==> config.mk <==
export PLATFORM = sky130hd
export DESIGN_NAME = sound_register_stream_player
export DESIGN_NICKNAME = d
export VERILOG_FILES = /design/src/rtl/srsp_pkg.sv /design/src/rtl/srsp_in_stage.sv /design/src/rtl/srsp_engine.sv /design/src/rtl/srsp_out_stage.sv /design/src/rtl/sound_register_stream_player.sv
export SDC_FILE = /design/constraint.sdc
export NUM_CORES = 1
export LEC_CHECK = 0
export BUFFER_PORTS_ARGS = -buffer_cell sky130_fd_sc_hd__buf_2
export CORE_AREA = 2 2 207 209
export CTS_BUF_LIST = sky130_fd_sc_hd__clkbuf_8
export CTS_CLUSTER_SIZE = 10
export DETAILED_ROUTE_END_ITERATION = 8
export DIE_AREA = 0 0 209 211
export PLACE_DENSITY = 0.42
export SETUP_SLACK_MARGIN = 0.3
export SYNTH_ARGS = -nofsm -noshare
export SYNTH_HDL_FRONTEND = slang
export SYNTH_SLANG_ARGS = --single-unit
==> constraint.sdc <==
create_clock -name clk -period 4.65 [get_ports clk]
set_input_delay 0.465 -clock clk [delete_from_list [all_inputs] [get_ports clk]]
set_output_delay 0.465 -clock clk [all_outputs]
set_load 0.01 [all_outputs]
==> src/rtl/srsp_pkg.sv <==
// Shared types, codes and the silencing write table of the register stream player.
package srsp_pkg;

	localparam int SIL_LEN = 36;
	localparam int SIL_IDX_W = $clog2(SIL_LEN);
	localparam int WAIT_W = 33;
	localparam int OFF_W = 32;
	localparam int OUT_DATA_W = 88;

	localparam logic [1:0] CMD_START = 2'd0;
	localparam logic [1:0] CMD_BYTE  = 2'd1;
	localparam logic [1:0] CMD_TICK  = 2'd2;
	localparam logic [1:0] CMD_STOP  = 2'd3;

	localparam logic [2:0] EV_NONE    = 3'd0;
	localparam logic [2:0] EV_WRITE   = 3'd1;
	localparam logic [2:0] EV_WAIT    = 3'd2;
	localparam logic [2:0] EV_LOOP    = 3'd3;
	localparam logic [2:0] EV_STOPPED = 3'd4;
	localparam logic [2:0] EV_BAD     = 3'd5;

	typedef struct packed {
		logic [1:0] command;
		logic [7:0] stream_byte;
	} in_item_t;

	typedef struct packed {
		logic [2:0]        event_res;
		logic [7:0]        reg_addr;
		logic [7:0]        reg_data;
		logic [WAIT_W-1:0] wait_cycles;
		logic [OFF_W-1:0]  play_offset;
		logic              want_byte;
		logic              last_of_run;
	} result_t;

	function automatic logic [7:0] silence_addr(input logic [SIL_IDX_W-1:0] idx);
		logic [7:0] a;
		case (idx)
			6'd0:  a = 8'h84;
			6'd1:  a = 8'h60;
			6'd2:  a = 8'h62;
			6'd3:  a = 8'h63;
			6'd4:  a = 8'h64;
			6'd5:  a = 8'h65;
			6'd6:  a = 8'h68;
			6'd7:  a = 8'h69;
			6'd8:  a = 8'h6c;
			6'd9:  a = 8'h6d;
			6'd10: a = 8'h90;
			6'd11: a = 8'h91;
			6'd12: a = 8'h92;
			6'd13: a = 8'h93;
			6'd14: a = 8'h94;
			6'd15: a = 8'h95;
			6'd16: a = 8'h96;
			6'd17: a = 8'h97;
			6'd18: a = 8'h98;
			6'd19: a = 8'h99;
			6'd20: a = 8'h9a;
			6'd21: a = 8'h9b;
			6'd22: a = 8'h9c;
			6'd23: a = 8'h9d;
			6'd24: a = 8'h9e;
			6'd25: a = 8'h9f;
			6'd26: a = 8'h70;
			6'd27: a = 8'h72;
			6'd28: a = 8'h74;
			6'd29: a = 8'h78;
			6'd30: a = 8'h79;
			6'd31: a = 8'h7c;
			6'd32: a = 8'h7d;
			6'd33: a = 8'h80;
			6'd34: a = 8'h81;
			6'd35: a = 8'h84;
			default: a = 8'h00;
		endcase
		return a;
	endfunction

	function automatic logic [7:0] silence_data(input logic [SIL_IDX_W-1:0] idx);
		logic [7:0] d;
		case (idx)
			6'd28: d = 8'h80;
			6'd33: d = 8'h77;
			6'd34: d = 8'hff;
			6'd35: d = 8'h80;
			default: d = 8'h00;
		endcase
		return d;
	endfunction

endpackage

==> src/rtl/srsp_in_stage.sv <==
// Input register stage holding one accepted command transaction.
module srsp_in_stage (
	input  logic              clk,
	input  logic              arst_n,
	input  logic              s_tvalid,
	output logic              s_tready,
	input  logic [7:0]        s_tdata,
	input  logic [1:0]        s_tuser,
	input  logic              consume,
	output logic              item_valid,
	output srsp_pkg::in_item_t item
);
	import srsp_pkg::*;

	logic     valid_s1;
	in_item_t item_s1;

	assign s_tready   = !valid_s1 || consume;
	assign item_valid = valid_s1;
	assign item       = item_s1;

	always_ff @(posedge clk or negedge arst_n) begin
		if (!arst_n) begin
			valid_s1 <= 1'b0;
		end else if (s_tready) begin
			valid_s1 <= s_tvalid;
		end
	end

	always_ff @(posedge clk) begin
		if (s_tready && s_tvalid) begin
			item_s1.command     <= s_tuser;
			item_s1.stream_byte <= s_tdata;
		end
	end

endmodule

==> src/rtl/srsp_engine.sv <==
// Player state, stream parser and silencing run sequencer.
module srsp_engine #(
	parameter logic [7:0] OP_WRITE_REG = 8'd1,
	parameter logic [7:0] OP_WAIT      = 8'd2,
	parameter logic [7:0] OP_END       = 8'd3
) (
	input  logic               clk,
	input  logic               arst_n,
	input  logic               loop_enable,
	input  logic               item_valid,
	input  srsp_pkg::in_item_t item,
	input  logic               slot_free,
	output logic               emit,
	output logic               consume,
	output srsp_pkg::result_t  res
);
	import srsp_pkg::*;

	localparam logic [2:0] M_STOPPED   = 3'd0;
	localparam logic [2:0] M_WAITING   = 3'd1;
	localparam logic [2:0] M_OPCODE    = 3'd2;
	localparam logic [2:0] M_ADDR      = 3'd3;
	localparam logic [2:0] M_DATA      = 3'd4;
	localparam logic [2:0] M_WAITBYTES = 3'd5;
	localparam logic [2:0] M_LOOPBYTES = 3'd6;
	localparam logic [2:0] M_ERROR     = 3'd7;

	logic [2:0]           mode_q, mode_n;
	logic [1:0]           fcnt_q, fcnt_n;
	logic [7:0]           haddr_q, haddr_n;
	logic [31:0]          asm_q, asm_n, asm_or;
	logic [WAIT_W-1:0]    wait_q, wait_n, wait_dec;
	logic [OFF_W-1:0]     off_q, off_n;
	logic                 run_q;
	logic [SIL_IDX_W-1:0] cnt_q;
	logic                 is_sil;
	logic                 sil_last;
	logic [16:0]          lo_part;
	logic [15:0]          hi_part;

	assign emit     = item_valid && slot_free;
	assign sil_last = (cnt_q == SIL_IDX_W'(SIL_LEN - 1));
	assign consume  = emit && (run_q ? sil_last : !is_sil);
	assign wait_dec = wait_q - WAIT_W'(wait_q != '0);
	assign asm_or   = asm_q | (32'(item.stream_byte) << {fcnt_q, 3'b000});
	assign lo_part  = 17'h10000 - 17'(asm_or[15:0]);
	assign hi_part  = 16'hffff - asm_or[31:16];

	always_comb begin
		mode_n  = mode_q;
		fcnt_n  = fcnt_q;
		haddr_n = haddr_q;
		asm_n   = asm_q;
		wait_n  = wait_q;
		off_n   = off_q;
		is_sil  = 1'b0;
		res     = '0;
		res.last_of_run = 1'b1;
		if (run_q) begin
			res.event_res   = EV_WRITE;
			res.reg_addr    = silence_addr(cnt_q);
			res.reg_data    = silence_data(cnt_q);
			res.last_of_run = sil_last;
		end else begin
			case (item.command)
				CMD_START: begin
					fcnt_n  = '0;
					haddr_n = '0;
					asm_n   = '0;
					off_n   = '0;
					wait_n  = WAIT_W'(1);
					mode_n  = M_WAITING;
					is_sil  = 1'b1;
				end
				CMD_STOP: begin
					mode_n = M_STOPPED;
					is_sil = 1'b1;
				end
				default: begin
					if (mode_q == M_STOPPED) begin
						res.event_res = EV_STOPPED;
					end else if (mode_q == M_ERROR) begin
						res.event_res = EV_BAD;
					end else if (item.command == CMD_TICK) begin
						if (mode_q == M_WAITING) begin
							wait_n = wait_dec;
							if (wait_dec == '0) begin
								mode_n = M_OPCODE;
							end
						end
					end else if (mode_q != M_WAITING) begin
						off_n = off_q + OFF_W'(1);
						case (mode_q)
							M_OPCODE: begin
								if (item.stream_byte == OP_WRITE_REG) begin
									mode_n = M_ADDR;
								end else if (item.stream_byte == OP_WAIT) begin
									mode_n = M_WAITBYTES;
									fcnt_n = '0;
									asm_n  = '0;
								end else if (item.stream_byte == OP_END) begin
									if (loop_enable) begin
										mode_n = M_LOOPBYTES;
										fcnt_n = '0;
										asm_n  = '0;
									end else begin
										mode_n = M_STOPPED;
										is_sil = 1'b1;
									end
								end else begin
									mode_n        = M_ERROR;
									res.event_res = EV_BAD;
								end
							end
							M_ADDR: begin
								haddr_n = item.stream_byte;
								mode_n  = M_DATA;
							end
							M_DATA: begin
								mode_n        = M_OPCODE;
								res.event_res = EV_WRITE;
								res.reg_addr  = haddr_q;
								res.reg_data  = item.stream_byte;
							end
							default: begin
								asm_n = asm_or;
								if (fcnt_q != 2'd3) begin
									fcnt_n = fcnt_q + 2'd1;
								end else begin
									fcnt_n = '0;
									if (mode_q == M_WAITBYTES) begin
										wait_n          = WAIT_W'(lo_part) + {1'b0, hi_part, 16'h0000};
										mode_n          = M_WAITING;
										res.event_res   = EV_WAIT;
										res.wait_cycles = WAIT_W'(lo_part) + {1'b0, hi_part, 16'h0000};
									end else begin
										off_n         = asm_or;
										mode_n        = M_OPCODE;
										res.event_res = EV_LOOP;
									end
								end
							end
						endcase
					end
				end
			endcase
			if (is_sil) begin
				res.event_res   = EV_WRITE;
				res.reg_addr    = silence_addr('0);
				res.reg_data    = silence_data('0);
				res.last_of_run = 1'b0;
			end
		end
		res.play_offset = off_n;
		res.want_byte   = (mode_n inside {[M_OPCODE:M_LOOPBYTES]});
	end

	always_ff @(posedge clk or negedge arst_n) begin
		if (!arst_n) begin
			mode_q  <= M_STOPPED;
			fcnt_q  <= '0;
			haddr_q <= '0;
			asm_q   <= '0;
			wait_q  <= '0;
			off_q   <= '0;
			run_q   <= 1'b0;
			cnt_q   <= '0;
		end else if (emit) begin
			if (run_q) begin
				if (sil_last) begin
					run_q <= 1'b0;
					cnt_q <= '0;
				end else begin
					cnt_q <= cnt_q + SIL_IDX_W'(1);
				end
			end else begin
				mode_q  <= mode_n;
				fcnt_q  <= fcnt_n;
				haddr_q <= haddr_n;
				asm_q   <= asm_n;
				wait_q  <= wait_n;
				off_q   <= off_n;
				if (is_sil) begin
					run_q <= 1'b1;
					cnt_q <= SIL_IDX_W'(1);
				end
			end
		end
	end

endmodule

==> src/rtl/srsp_out_stage.sv <==
// Result register driving the output stream.
module srsp_out_stage (
	input  logic                               clk,
	input  logic                               arst_n,
	input  logic                               emit,
	input  srsp_pkg::result_t                  res,
	output logic                               slot_free,
	output logic                               m_tvalid,
	input  logic                               m_tready,
	output logic [srsp_pkg::OUT_DATA_W-1:0]    m_tdata,
	output logic [2:0]                         m_tuser,
	output logic                               m_tlast
);
	import srsp_pkg::*;

	logic    valid_q;
	result_t res_q;

	assign slot_free = !valid_q || m_tready;
	assign m_tvalid  = valid_q;
	assign m_tuser   = res_q.event_res;
	assign m_tlast   = res_q.last_of_run;
	assign m_tdata   = {6'b000000, res_q.want_byte, res_q.play_offset,
		res_q.wait_cycles, res_q.reg_data, res_q.reg_addr};

	always_ff @(posedge clk or negedge arst_n) begin
		if (!arst_n) begin
			valid_q <= 1'b0;
		end else if (slot_free) begin
			valid_q <= emit;
		end
	end

	always_ff @(posedge clk) begin
		if (emit) begin
			res_q <= res;
		end
	end

endmodule

==> src/rtl/sound_register_stream_player.sv <==
// Top level of the sound register stream player.
//
// channel | signals                               | direction
// s       | s_tvalid s_tready s_tdata s_tuser     | in: command transactions
// m       | m_tvalid m_tready m_tdata m_tuser m_tlast | out: result transactions
// cfg     | cfg_valid cfg_ready cfg_data          | in: loop_enable write
//
// An item passes the input register and the parser into the result register.
// One item per cycle is sustained outside silencing runs and output stalls.
// Start, stop and a non-looping end each produce 36 results from the silencing table,
// one per cycle unless stalled; the input register holds the item until the last one.
// A stalled output holds its result while one more item waits in the input register.
// Reset clears the player to stopped with read offset zero and looping off.
module sound_register_stream_player #(
	parameter logic [7:0] OP_WRITE_REG = 8'd1,
	parameter logic [7:0] OP_WAIT      = 8'd2,
	parameter logic [7:0] OP_END       = 8'd3
) (
	input  logic                            clk,
	input  logic                            arst_n,
	input  logic                            s_tvalid,
	output logic                            s_tready,
	input  logic [7:0]                      s_tdata,   // stream_byte
	input  logic [1:0]                      s_tuser,   // command
	output logic                            m_tvalid,
	input  logic                            m_tready,
	// reg_addr, reg_data, wait_cycles, play_offset, want_byte, zero fill
	output logic [srsp_pkg::OUT_DATA_W-1:0] m_tdata,
	output logic [2:0]                      m_tuser,   // event_res
	output logic                            m_tlast,
	input  logic                            cfg_valid,
	output logic                            cfg_ready,
	input  logic                            cfg_data
);
	import srsp_pkg::*;

	logic     loop_enable_q;
	logic     item_valid;
	in_item_t item;
	logic     consume;
	logic     emit;
	logic     slot_free;
	result_t  res;

	assign cfg_ready = 1'b1;

	always_ff @(posedge clk or negedge arst_n) begin
		if (!arst_n) begin
			loop_enable_q <= 1'b0;
		end else if (cfg_valid && cfg_ready) begin
			loop_enable_q <= cfg_data;
		end
	end

	srsp_in_stage u_in (
		.clk        (clk),
		.arst_n     (arst_n),
		.s_tvalid   (s_tvalid),
		.s_tready   (s_tready),
		.s_tdata    (s_tdata),
		.s_tuser    (s_tuser),
		.consume    (consume),
		.item_valid (item_valid),
		.item       (item)
	);

	srsp_engine #(
		.OP_WRITE_REG (OP_WRITE_REG),
		.OP_WAIT      (OP_WAIT),
		.OP_END       (OP_END)
	) u_engine (
		.clk         (clk),
		.arst_n      (arst_n),
		.loop_enable (loop_enable_q),
		.item_valid  (item_valid),
		.item        (item),
		.slot_free   (slot_free),
		.emit        (emit),
		.consume     (consume),
		.res         (res)
	);

	srsp_out_stage u_out (
		.clk       (clk),
		.arst_n    (arst_n),
		.emit      (emit),
		.res       (res),
		.slot_free (slot_free),
		.m_tvalid  (m_tvalid),
		.m_tready  (m_tready),
		.m_tdata   (m_tdata),
		.m_tuser   (m_tuser),
		.m_tlast   (m_tlast)
	);

endmodule

# [Yosys cells after proc, flatten, opt, wreduce, memory -nomap -nowiden]
# Memory sizes are Yosys's and may differ from the RTL's.
# Cells that the tools add are included.
[word_totals] regBits=216 romBits=512 inputBits=16 mem_count=1
[mem_list] name="(no name shown)" words=64 word_bits=8 read_ports=1 rd_clocked_by_memory_dff=0 wr=0 line="srsp_pkg.sv:39" text="case (idx)"
[op_classes] n_addsub=7 order_cmp=2 eq_ne=27 n_shift=1 n_mux=101 n_bitwise=5 reduce_logical=31
[op_table] cell="$mux 32" count=16
[op_table] cell="$mux 33" count=11
[op_table] cell="$pmux 32 s2" count=3
[op_table] cell="$mux 52" count=2
[op_table] cell="$mux 49" count=2
[op_table] cell="$pmux 33 s2" count=1
[op_table] cell="$mux 3" count=18
[op_table] cell="$mux 50" count=1
[op_table] cell="$mux 16" count=3
[op_table] cell="$mux 8" count=5
[op_table] cell="$add 17x32->33" count=1
[op_table] cell="$logic_not 33->1" count=1
[op_table] cell="$reduce_bool 33->1" count=1
[op_table] cell="$sub 33x1->33" count=1
[op_table] cell="$add 32x1->32 const B" count=1
[op_table] cell="$or 32x32->32" count=1
[op_table] cell="$shl 8x5->32" count=1
[op_table] cell="$pmux 8 s3" count=1
[op_table] cell="$mux 2" count=10
[op_table] cell="$mux 1" count=19
[op_table] cell="$eq 6x6->1 const B" count=3
[op_table] cell="$mux 6" count=3
[op_table] cell="$pmux 3 s3" count=2
[op_table] cell="$sub 17x16->17 const A" count=1
[op_table] cell="39 further kinds" count=66

# [Logic depth before layout (Yosys ltp)]
# Gate-level depths: netlist (run 1).
[depth] word_depth=17 mapped_depth=16 mapped_depth_nobuf=14

# [Modules after synthesis]
# A second synthesis (run 1) with hierarchy kept.
[unflattened] hier_cells=1373 area_unflattened_um2=12569.6
[modules_own_cells] module="srsp_engine" n_inst=1 cells_per_inst=1259 area_each_um2=9485.3 seq_area_each_um2=2927.8
[modules_own_cells] module="srsp_out_stage" n_inst=1 cells_per_inst=96 area_each_um2=2678.8 seq_area_each_um2=2607.5
[modules_own_cells] module="srsp_in_stage" n_inst=1 cells_per_inst=14 area_each_um2=354.1 seq_area_each_um2=325.3
[modules_own_cells] module="sound_register_stream_player" n_inst=1 cells_per_inst=4 area_each_um2=51.3 seq_area_each_um2=25.0

# [Worst setup path before layout (run 1)]
# OpenSTA, ideal clock, no wires.
[synth_timing] path_kind="input to register" startpoint="input port m_tready" endpoint="register u_engine.wait_q[15]" setup_ns=0.066 arrival_time_ns=4.339 required_ns=4.584 setup_slack_ns=0.245 stages=9 path_buffers=2 path_cell_list="nand2b_1 nand2_1 inv_1 nand2_1 or4_1 clkbuf_1 nor2_1 clkbuf_1 a22o_1"
[synth_via] elab_chain_cells=3
[synth_lines] element="from (decl)" line="sound_register_stream_player.sv:26" text="input logic m_tready,"
[synth_lines] element="$logic_or 1x1->1" line="srsp_out_stage.sv:19" text="assign slot_free = !valid_q || m_tready;"
[synth_lines] element="$logic_and 1x1->1" line="srsp_engine.sv:41" text="assign emit = item_valid && slot_free;"
[synth_lines] element="named net emit" line="sound_register_stream_player.sv:41" text="logic emit;"
[synth_lines] element="$reduce_and 10->1 (no source line)"
[synth_lines] element="to (signal assigned)" line="srsp_engine.sv:181" text="wait_q <= wait_n;"
[synth_lines] element="to (decl)" line="srsp_engine.sv:32" text="logic [WAIT_W-1:0] wait_q, wait_n, wait_dec;"
# The timed path passes the listed nets, and every way through them passes these cells.
# A chain may end at the register's enable or synchronous reset.

==> tab_implementation.tex, run 1 <==
\begin{tabular}{lr}
\hline
Metric & Value \\
\hline
\multicolumn{2}{l}{\textbf{Floorplan}} \\
Die boundary width & between 200 and 250 um \\
Core box area & between 0.04 and 0.05 mm\^{}2 \\
FP Rows & 75 \\
Io pins & between 100 and 150 \\
Initial Util & 0.2973 \\
Die Footprint & 0.04410 mm\^{}2 \\
Die Y-Extent & approximately 210 um \\
\multicolumn{2}{l}{\textbf{Yosys}} \\
Post-synth top area share & 0.2419 \\
Count of different cell masters after synthesis & between 70 and 80 \\
Cell accounting for the most synthesized area & sky130\_fd\_sc\_hd\_\_dfrtp\_1 \\
Commonest register cell after synthesis & sky130\_fd\_sc\_hd\_\_dfrtp\_1 \\
Sequential area share after synthesis & 0.4741 \\
Gate count of the mapped netlist & between 1k and 1.5k \\
Post-synthesis instance area & 0.01241 mm\^{}2 \\
Count of yosys warnings during synthesis & 0 \\
Count of flip-flops with a built-in enable after synthesis & 96 \\
Dominant cells by area after synthesis & sky130\_fd\_sc\_hd\_\_dfrtp\_1 24\%, sky130\_fd\_sc\_hd\_\_edfxtp\_1 23\%, sky130\_fd\_sc\_hd\_\_o21ai\_0 4.6\% \\
Seq cells post-synth & 216 \\
Mean instance size in the synthesized netlist & approximately 9.3 um\^{}2 \\
Proportion of register bits with asynchronous set or reset after synthesis & 0.5556 \\
\multicolumn{2}{l}{\textbf{Power}} \\
Internal power consumption & approximately 4.4 mW \\
Total power density per cell area & just over 500 mW/mm\^{}2 \\
Overall power consumption & between 7 and 8 mW \\
Switching Share & 0.4180 \\
Clock power frac & 0.240 \\
Worst ir drop on vdd & 0.0001688 V \\
Reported leakage power & between 5 and 6 nW \\
Net load switching power & approximately 3.1 mW \\
Combinational fraction of design power & 0.378 \\
Part of the power in registers & 0.382 \\
\multicolumn{2}{l}{\textbf{Detailed routing}} \\
Detail-routed net length per standard cell & roughly 21 um \\
Remaining routing DRC violations & 0 \\
Number of iterations in the first detailed-routing pass & 8 \\
Drt via density & 5.407 \\
Count of routing violations after the opening detailed-route iteration & 935 \\
Detailed Route WL & approximately 43000 um \\
Antenna-violating nets left & 0 \\
Vias post-DR & approximately 11k \\
\multicolumn{2}{l}{\textbf{Cells and area}} \\
Most frequent cells in the layout & 145 x sky130\_fd\_sc\_hd\_\_nand2\_1, 127 x sky130\_fd\_sc\_hd\_\_nor2\_1, 120 x sky130\_fd\_sc\_hd\_\_dfrtp\_1 \\
Footprint of the multi-input gates & 0.006068 mm\^{}2 \\
Final instance area & between 0.01 and 0.015 mm\^{}2 \\
Net count of the finished layout & 1479 \\
Synthesis-to-layout area growth & 16.27\% \\
Fill cell instance count of the final layout & around 4.4k \\
Fraction of final layout cells with drive strength greater than 1 & 0.1754 \\
Util after Layout & 0.3456 \\
Most common cell after layout, fill and taps aside & sky130\_fd\_sc\_hd\_\_nand2\_1 \\
Inserted Diodes & 0 \\
Final cell count without fillers & just over 2k \\
FF+latch area & between 0.005 and 0.006 mm\^{}2 \\
\multicolumn{2}{l}{\textbf{CTS}} \\
Clock buffers created by TritonCTS & between 40 and 50 \\
CTS tree & yes \\
Total number of clock tree sinks & 216 \\
Clk slew on worst S/H paths & 0.05 ns \\
Maximum level of the CTS H-tree & 2 \\
Clock tree buffer depth & 3 \\
Clock Tree Root & sky130\_fd\_sc\_hd\_\_clkbuf\_8 \\
Worst-skew pair later-pin latency & 0.60 ns \\
\multicolumn{2}{l}{\textbf{Placed design}} \\
Placed wire-length estimate & 30940 um \\
Placed cell areas & between 0.01 and 0.015 mm\^{}2 \\
Port Buffer Count & 103 \\
Final RePlAce weighted congestion & 0.8784 \\
Setup slack at placement & 0.4860 ns \\
Total instance count after detailed placement & 1936 \\
\multicolumn{2}{l}{\textbf{STA}} \\
Setup repair after global routing missed its margin & yes \\
Final worst-path cycle share & 0.8712 \\
Setup slack after layout & 0.5991 ns \\
Fin. max-slew vios & 0 \\
Final hold violation count & 0 \\
Worst-case clock skew & around 0.022 ns \\
Setup TNS Final & 0 ns \\
Worst hold slack & around 0.047 ns \\
Timing-limited maximum frequency & between 200 and 250 MHz \\
Measured slew at the worst slew-check pin & approximately 1.1 ns \\
Max-Slew Margin vs Limit & 0.2412 \\
Tmin final & a little over 4 ns \\
Endpoints failing setup & 0 \\
\multicolumn{2}{l}{\textbf{Critical path}} \\
Crit path depth & 14 \\
Classification of the worst setup path & reg -> reg \\
WP data required & 5.06 ns \\
CP top delay family & simple AND/OR/NAND/NOR gates \\
Data arrival time of the critical path & around 4.5 ns \\
Maximum fanout count along the critical path & 7 \\
Nature of the critical path endpoint & flop \\
Type of element launching the critical path & flop \\
Crit path buffers/inverters & 1 \\
R2R depth & 14 \\
Sequence of cells on the critical path & or3\_1, or3\_1, nor4\_4, nand3\_1, ha\_1, ha\_1, nor4b\_1, nand4\_1, buf\_4, nor3\_1, xor2\_1, nor3\_1, nand4\_1, a211oi\_1 \\
Critical-path top delay cell & sky130\_fd\_sc\_hd\_\_or3\_1 \\
CP max stage delay & between 0.4 and 0.5 ns \\
\multicolumn{2}{l}{\textbf{Hold path}} \\
Worst Hold Path Cells & 1 \\
Hold Crit Class & in -> reg \\
\multicolumn{2}{l}{\textbf{Run}} \\
Max-cap violation count & 0 \\
\multicolumn{2}{l}{\textbf{Status}} \\
Status & finished clean \\
\multicolumn{2}{l}{\textbf{GRT}} \\
Maximum number of pins on one net before global-route repair & 53 \\
Global routing usage summed across all routing layers & 0.1974 \\
Number of antenna violations at the first check in global routing & 0 \\
Via count of the first global-routing pass & 10.69k \\
Global-route wire length before repair & 66790 um \\
Total overflow reported by the global router & 0 \\
\hline
\end{tabular}
routing by layer:
metal	GRT usage	share of wire
met1	0.2682	0.46
met2	0.3202	0.47
met3	0.02721	0.044
met4	0.07537	0.030
met5	0	0
flip-flops by register name, indices dropped and copies added (netlist names):
register          count
loop_enable_q         1
u_engine.off_q       32
u_engine.mode_q       3
u_in.item_valid       1
u_out.m_tuser         3
u_engine.wait_q      33
u_engine.haddr_q      8
u_engine.asm_q       32
u_in.item            10
u_engine.run_q        1
u_engine.cnt_q        6
u_out.m_tdata        82
u_engine.fcnt_q       2
u_out.m_tlast         1
u_out.m_tvalid        1
cell families (layout without fill, tap and decap cells):
group           Yosys count  after routing  share of synthesized area
buf+inv                 123            256                    0.04042
other cells               2              7                  0.0006050
xor+xnor                 38             38                    0.02681
mux                      33             33                    0.03004
compound gates          400            400                     0.2061
flops                   216            216                     0.4741
simple gates            509            509                     0.2037
fa+ha+maj                18             18                    0.01814
synthesized netlist by cell type (4+ instances only):
cell type and number:
sky130_fd_sc_hd__dfrtp_1 120, sky130_fd_sc_hd__nor2b_1 13, sky130_fd_sc_hd__nand3_1 37, sky130_fd_sc_hd__inv_1 23, sky130_fd_sc_hd__a21oi_1 90, sky130_fd_sc_hd__a32o_1 6, sky130_fd_sc_hd__or2_2 8, sky130_fd_sc_hd__nor3b_1 6
sky130_fd_sc_hd__o211ai_1 5, sky130_fd_sc_hd__o2bb2ai_1 4, sky130_fd_sc_hd__and4_1 4, sky130_fd_sc_hd__nor3_1 40, sky130_fd_sc_hd__xor2_1 20, sky130_fd_sc_hd__xnor2_1 18, sky130_fd_sc_hd__nor2_1 128, sky130_fd_sc_hd__nand4_1 17
sky130_fd_sc_hd__o31ai_1 29, sky130_fd_sc_hd__a41oi_1 4, sky130_fd_sc_hd__a22o_1 33, sky130_fd_sc_hd__o22ai_1 13, sky130_fd_sc_hd__or3_1 13, sky130_fd_sc_hd__nand2b_1 24, sky130_fd_sc_hd__and2_1 5, sky130_fd_sc_hd__mux2_2 24
sky130_fd_sc_hd__buf_2 5, sky130_fd_sc_hd__o21a_1 7, sky130_fd_sc_hd__mux2i_1 8, sky130_fd_sc_hd__o21ai_0 113, sky130_fd_sc_hd__nand3b_1 10, sky130_fd_sc_hd__nand2_1 145, sky130_fd_sc_hd__a31oi_1 21, sky130_fd_sc_hd__a22oi_1 5
sky130_fd_sc_hd__and3_1 17, sky130_fd_sc_hd__a21o_1 26, sky130_fd_sc_hd__or4_1 6, sky130_fd_sc_hd__clkbuf_1 81, sky130_fd_sc_hd__nor4_1 19, sky130_fd_sc_hd__edfxtp_1 96, sky130_fd_sc_hd__ha_1 18, sky130_fd_sc_hd__buf_4 7
sky130_fd_sc_hd__a211oi_1 14, sky130_fd_sc_hd__buf_1 6
path summary, 6_finish.rpt:
check | end | slack [ns] | startpoint
worst min register to register | u_engine.asm_q[29] | 0.48 | u_engine.asm_q[29]
worst max register to register | u_out.m_tdata[81] | 0.60 | u_engine.wait_q[27]
max in group asynchronous | u_engine.off_q[2] | 3.18 | arst_n
min in group asynchronous | u_engine.cnt_q[5] | 0.44 | arst_n
worst max-delay path | u_out.m_tdata[81] | 0.60 | u_engine.wait_q[27]
worst min-delay path | u_in.item[2] | 0.05 | s_tdata[2]
repair_timing:
item	CTS	global route
hold endpoints to repair	41	0
endpoints found under the setup margin	0	10
hold buffers	2	0
gates resized for setup	0	2
buffers inserted	0	3
cell type report:
class / count / share of cell area
tap: 539 / 0.04673
inverter: 23 / 0.006242
clock inverter: 30 / 0.01014
multi-input combinational: 1005 / 0.4205
timing repair buffer: 158 / 0.06571
sequential: 216 / 0.4078
clock buffer: 45 / 0.04291
power by group through the flow:
stage / Sequential [mW] / Combinational, mW / Clock (mW)
floorplan: 2.73 / 1.85 / 0
detailed placement: 2.88 / 2.79 / 0
finish: 2.85 / 2.83 / 1.80
global placement: 2.88 / 2.80 / 0
global route: 2.92 / 3.10 / 1.95
CTS: 2.85 / 2.81 / 1.88
(Power assumes the default switching activity.)
==> inputs of run 2 (changes only) <==
--- a/config.mk
+++ b/config.mk
@@ -6,12 +6,12 @@
 export NUM_CORES = 1
 export LEC_CHECK = 0
 export BUFFER_PORTS_ARGS = -buffer_cell sky130_fd_sc_hd__buf_2
-export CORE_AREA = 2 2 207 209
+export CORE_AREA = 2 2 155 157
 export CTS_BUF_LIST = sky130_fd_sc_hd__clkbuf_8
 export CTS_CLUSTER_SIZE = 10
 export DETAILED_ROUTE_END_ITERATION = 8
-export DIE_AREA = 0 0 209 211
-export PLACE_DENSITY = 0.42
+export DIE_AREA = 0 0 157 159
+export PLACE_DENSITY = 0.69
 export SETUP_SLACK_MARGIN = 0.3
 export SYNTH_ARGS = -nofsm -noshare
 export SYNTH_HDL_FRONTEND = slang
==> tab_implementation.tex, run 2 (synthesis gave the netlist of run 1 again) <==
\begin{tabular}{lr}
\hline
Metric & Value \\
\hline
\multicolumn{2}{l}{\textbf{Status}} \\
Status & finished clean \\
\multicolumn{2}{l}{\textbf{Power}} \\
Total power density per cell area & 519.3 mW/mm\^{}2 (+0.18\%) \\
Reported leakage power & 5.835 nW (-1.2\%) \\
Worst ir drop on vdd & 0.0002390 V (+42\%) \\
\multicolumn{2}{l}{\textbf{Critical path}} \\
Critical Path Start & u\_engine.wait\_q[27] \\
Data arrival time of the critical path & 4.57 ns (+0.11 ns) \\
Type of element launching the critical path & flop \\
End point of the critical path & u\_engine.mode\_q[1] \\
Destination of the worst register-to-register timing path & u\_engine.mode\_q[1] \\
Reg-to-reg slack, setup & 0.52 ns (-0.08 ns) \\
Maximum fanout count along the critical path & 5 (-2) \\
Nature of the critical path endpoint & flop \\
R2R depth & 13 (-1) \\
Reg2reg start & u\_engine.wait\_q[27] \\
WP data required & 5.09 ns (+0.03 ns) \\
Classification of the worst setup path & reg -> reg \\
\multicolumn{2}{l}{\textbf{Cells and area}} \\
Flip-flop count of the largest register, all copies and words added & 82 (unchanged) \\
Synthesis-to-layout area growth & 13.07\% \\
Fraction of final layout cells with drive strength greater than 1 & 0.1762 (+0.0008317) \\
Final cell count without fillers & 1772 (-12\%) \\
FF+latch area & 0.005886 mm\^{}2 (unchanged) \\
Most common cell after layout, fill and taps aside & sky130\_fd\_sc\_hd\_\_nand2\_1 \\
Inserted Diodes & 0 (unchanged) \\
Most frequent cells in the layout & 145 x sky130\_fd\_sc\_hd\_\_nand2\_1, 127 x sky130\_fd\_sc\_hd\_\_nor2\_1, 120 x sky130\_fd\_sc\_hd\_\_dfrtp\_1 \\
Fill cell instance count of the final layout & 2007 (-54\%) \\
Net count of the finished layout & 1458 (-1.4\%) \\
Footprint of the multi-input gates & 0.006110 mm\^{}2 (+0.68\%) \\
\multicolumn{2}{l}{\textbf{Run}} \\
Max-cap violation count & 0 (unchanged) \\
\multicolumn{2}{l}{\textbf{Placed design}} \\
Total instance count after detailed placement & 1699 (-12\%) \\
Setup slack at placement & 0.2847 ns (-0.2014 ns) \\
Final RePlAce weighted congestion & 0.9803 (+12\%) \\
Placed wire-length estimate & 25660 um (-17\%) \\
Port Buffer Count & 103 (unchanged) \\
\multicolumn{2}{l}{\textbf{STA}} \\
Setup slack after layout & 0.5214 ns (-0.07768 ns) \\
Max-Slew Margin vs Limit & 0.2581 (+0.01683) \\
Worst-case clock skew & 0.03683 ns (+0.01454 ns) \\
Fin. max-slew vios & 0 (unchanged) \\
Final hold violation count & 0 (unchanged) \\
Tmin final & 4.129 ns (+0.07768 ns) \\
Measured slew at the worst slew-check pin & 1.103 ns (-0.02501 ns) \\
Setup TNS Final & 0 ns (unchanged) \\
Endpoints failing setup & 0 (unchanged) \\
Timing-limited maximum frequency & 242.2 MHz (-1.9\%) \\
Final worst-path cycle share & 0.8879 (+0.01671) \\
Setup repair after global routing missed its margin & yes \\
\multicolumn{2}{l}{\textbf{CTS}} \\
CTS tree & yes \\
Clk slew on worst S/H paths & 0.06 ns (about the same) \\
Total number of clock tree sinks & 216 (unchanged) \\
Clock Tree Root & sky130\_fd\_sc\_hd\_\_clkbuf\_8 \\
Maximum level of the CTS H-tree & 2 (unchanged) \\
Clock buffers created by TritonCTS & 38 (-7.3\%) \\
Worst-skew pair later-pin latency & 0.55 ns (-0.05 ns) \\
Clock tree buffer depth & 3 (unchanged) \\
Number of hold-repair buffers added at the cts stage & 0 (-2) \\
\multicolumn{2}{l}{\textbf{GRT}} \\
Global-route wire length before repair & 58190 um (-13\%) \\
GR Layer Usage met1 & 0.4116 (+0.1434) \\
Via count of the first global-routing pass & 10.43k (-2.5\%) \\
Maximum number of pins on one net before global-route repair & 64 (+21\%) \\
Number of antenna violations at the first check in global routing & 0 (unchanged) \\
Most used routing layer in global routing & met2 \\
Global Route met3 Usage & 0.04981 (+0.02260) \\
Global routing usage on met2 & 0.4621 (+0.1419) \\
Global routing usage summed across all routing layers & 0.2960 (+0.09850) \\
Total overflow reported by the global router & 0 (unchanged) \\
\multicolumn{2}{l}{\textbf{Detailed routing}} \\
Detailed Route WL & 36850 um (-15\%) \\
Vias post-DR & 11.05k (+1.3\%) \\
Remaining routing DRC violations & 0 (unchanged) \\
Detail-routed net length per standard cell & 20.80 um (-3.1\%) \\
Drt via density & 6.234 (+15\%) \\
Number of iterations in the first detailed-routing pass & 7 (-1) \\
Count of routing violations after the opening detailed-route iteration & 1151 (+23\%) \\
Antenna-violating nets left & 0 (unchanged) \\
\multicolumn{2}{l}{\textbf{Floorplan}} \\
Io pins & 111 (unchanged) \\
Initial Util & 0.5352 (+0.2380) \\
Core box area & 0.02319 mm\^{}2 (-44\%) \\
Die Footprint & 0.02496 mm\^{}2 (-43\%) \\
FP Rows & 56 (-25\%) \\
Die boundary width & 157 um (-25\%) \\
Die Y-Extent & 159 um (-25\%) \\
\multicolumn{2}{l}{\textbf{Hold path}} \\
Hold Crit Class & in -> async \\
\hline
\end{tabular}
-- run 2: changes by cell type in the layout (fill, tap and decap cells not counted), sizes merged --
| cell | before | now |
|---|---|---|
| clkinv | 17 | 13 |
| clkinvlp | 2 | 1 |
| dlygate4sd3 | 2 | 0 |
| buf | 156 | 140 |
| clkbuf | 45 | 43 |
| bufinv | 1 | 2 |
-- run 2: metal layers --
layer,part of all wire,vias up,wire [um]
met3,0.089,117,3297
met1,0.41,5238,15050
met4,0.038,0,1396
met2,0.46,587,17110
li1,-,5104,-
met5,0,-,0
-- run 2: worst min path at each step --
stage | end | cells after the start | startpoint | slack (ns)
2_1_floorplan | loop_enable_q | 0 | arst_n | 0.17
3_3_place_gp | u_engine.asm_q[29] | 2 | u_engine.asm_q[29] | 0.46
3_5_place_dp | u_engine.asm_q[27] | 2 | u_engine.asm_q[27] | 0.47
4_1_cts | u_engine.off_q[14] | 1 | arst_n | 0.07
5_1_grt | u_in.item[5] | 1 | s_tdata[5] | 0.08
6_report | u_engine.off_q[14] | 1 | arst_n | 0.04
-- run 2: report_power, final --
| part | leakage [nW] | switching [mW] | total (mW) | internal, mW |
|---|---|---|---|---|
| combinational | 2.84 | 1.71 | 2.64 | 0.930 |
| sequential | 2.55 | 0.472 | 2.89 | 2.42 |
| clock | 0.442 | 0.799 | 1.76 | 0.961 |
-- run 2: repair_timing --
item	in CTS	in global routing
pin swaps	1	1
resized for setup	0	11
setup endpoints to repair	2	20
setup buffers	2	2
-- run 2: final cells by class --
class / count / area share
Multi-Input combinational cell: 1005 / 0.4353
Sequential cell: 216 / 0.4193
Timing Repair Buffer: 140 / 0.05669
Clock buffer: 43 / 0.04216
Tap cell: 319 / 0.02844
Clock inverter: 26 / 0.01168
Inverter: 23 / 0.006418
-- run 2: stage by stage --
step | hold slack [ns] | power, mW | util | area (um^2)
6_report | 0.04274 | 7.289 | 0.6052 | 14040
5_1_grt | 0.07671 | 7.717 | 0.6052 | 14040
4_1_cts | 0.07035 | 7.230 | 0.6023 | 13970
3_5_place_dp | 0.4664 | 5.448 | 0.5691 | 13200
3_3_place_gp | 0.4597 | 5.417 | 0.5691 | 13200
2_1_floorplan | 0.1694 | 4.582 | - | 12440
-- run 2: critical path, stage by stage, from the launching register on --
cell and delay, ns:
sky130_fd_sc_hd__dfrtp_1 0.42, sky130_fd_sc_hd__or3_1 0.47, sky130_fd_sc_hd__or3_1 0.43, sky130_fd_sc_hd__nor4_4 0.32, sky130_fd_sc_hd__nand3_1 0.13, sky130_fd_sc_hd__ha_1 0.27
sky130_fd_sc_hd__ha_1 0.31, sky130_fd_sc_hd__nor4b_1 0.21, sky130_fd_sc_hd__nand2_1 0.13, sky130_fd_sc_hd__nor4_4 0.30, sky130_fd_sc_hd__o211ai_2 0.15, sky130_fd_sc_hd__nor4_4 0.25
sky130_fd_sc_hd__nand4_1 0.27, sky130_fd_sc_hd__a221oi_2 0.36
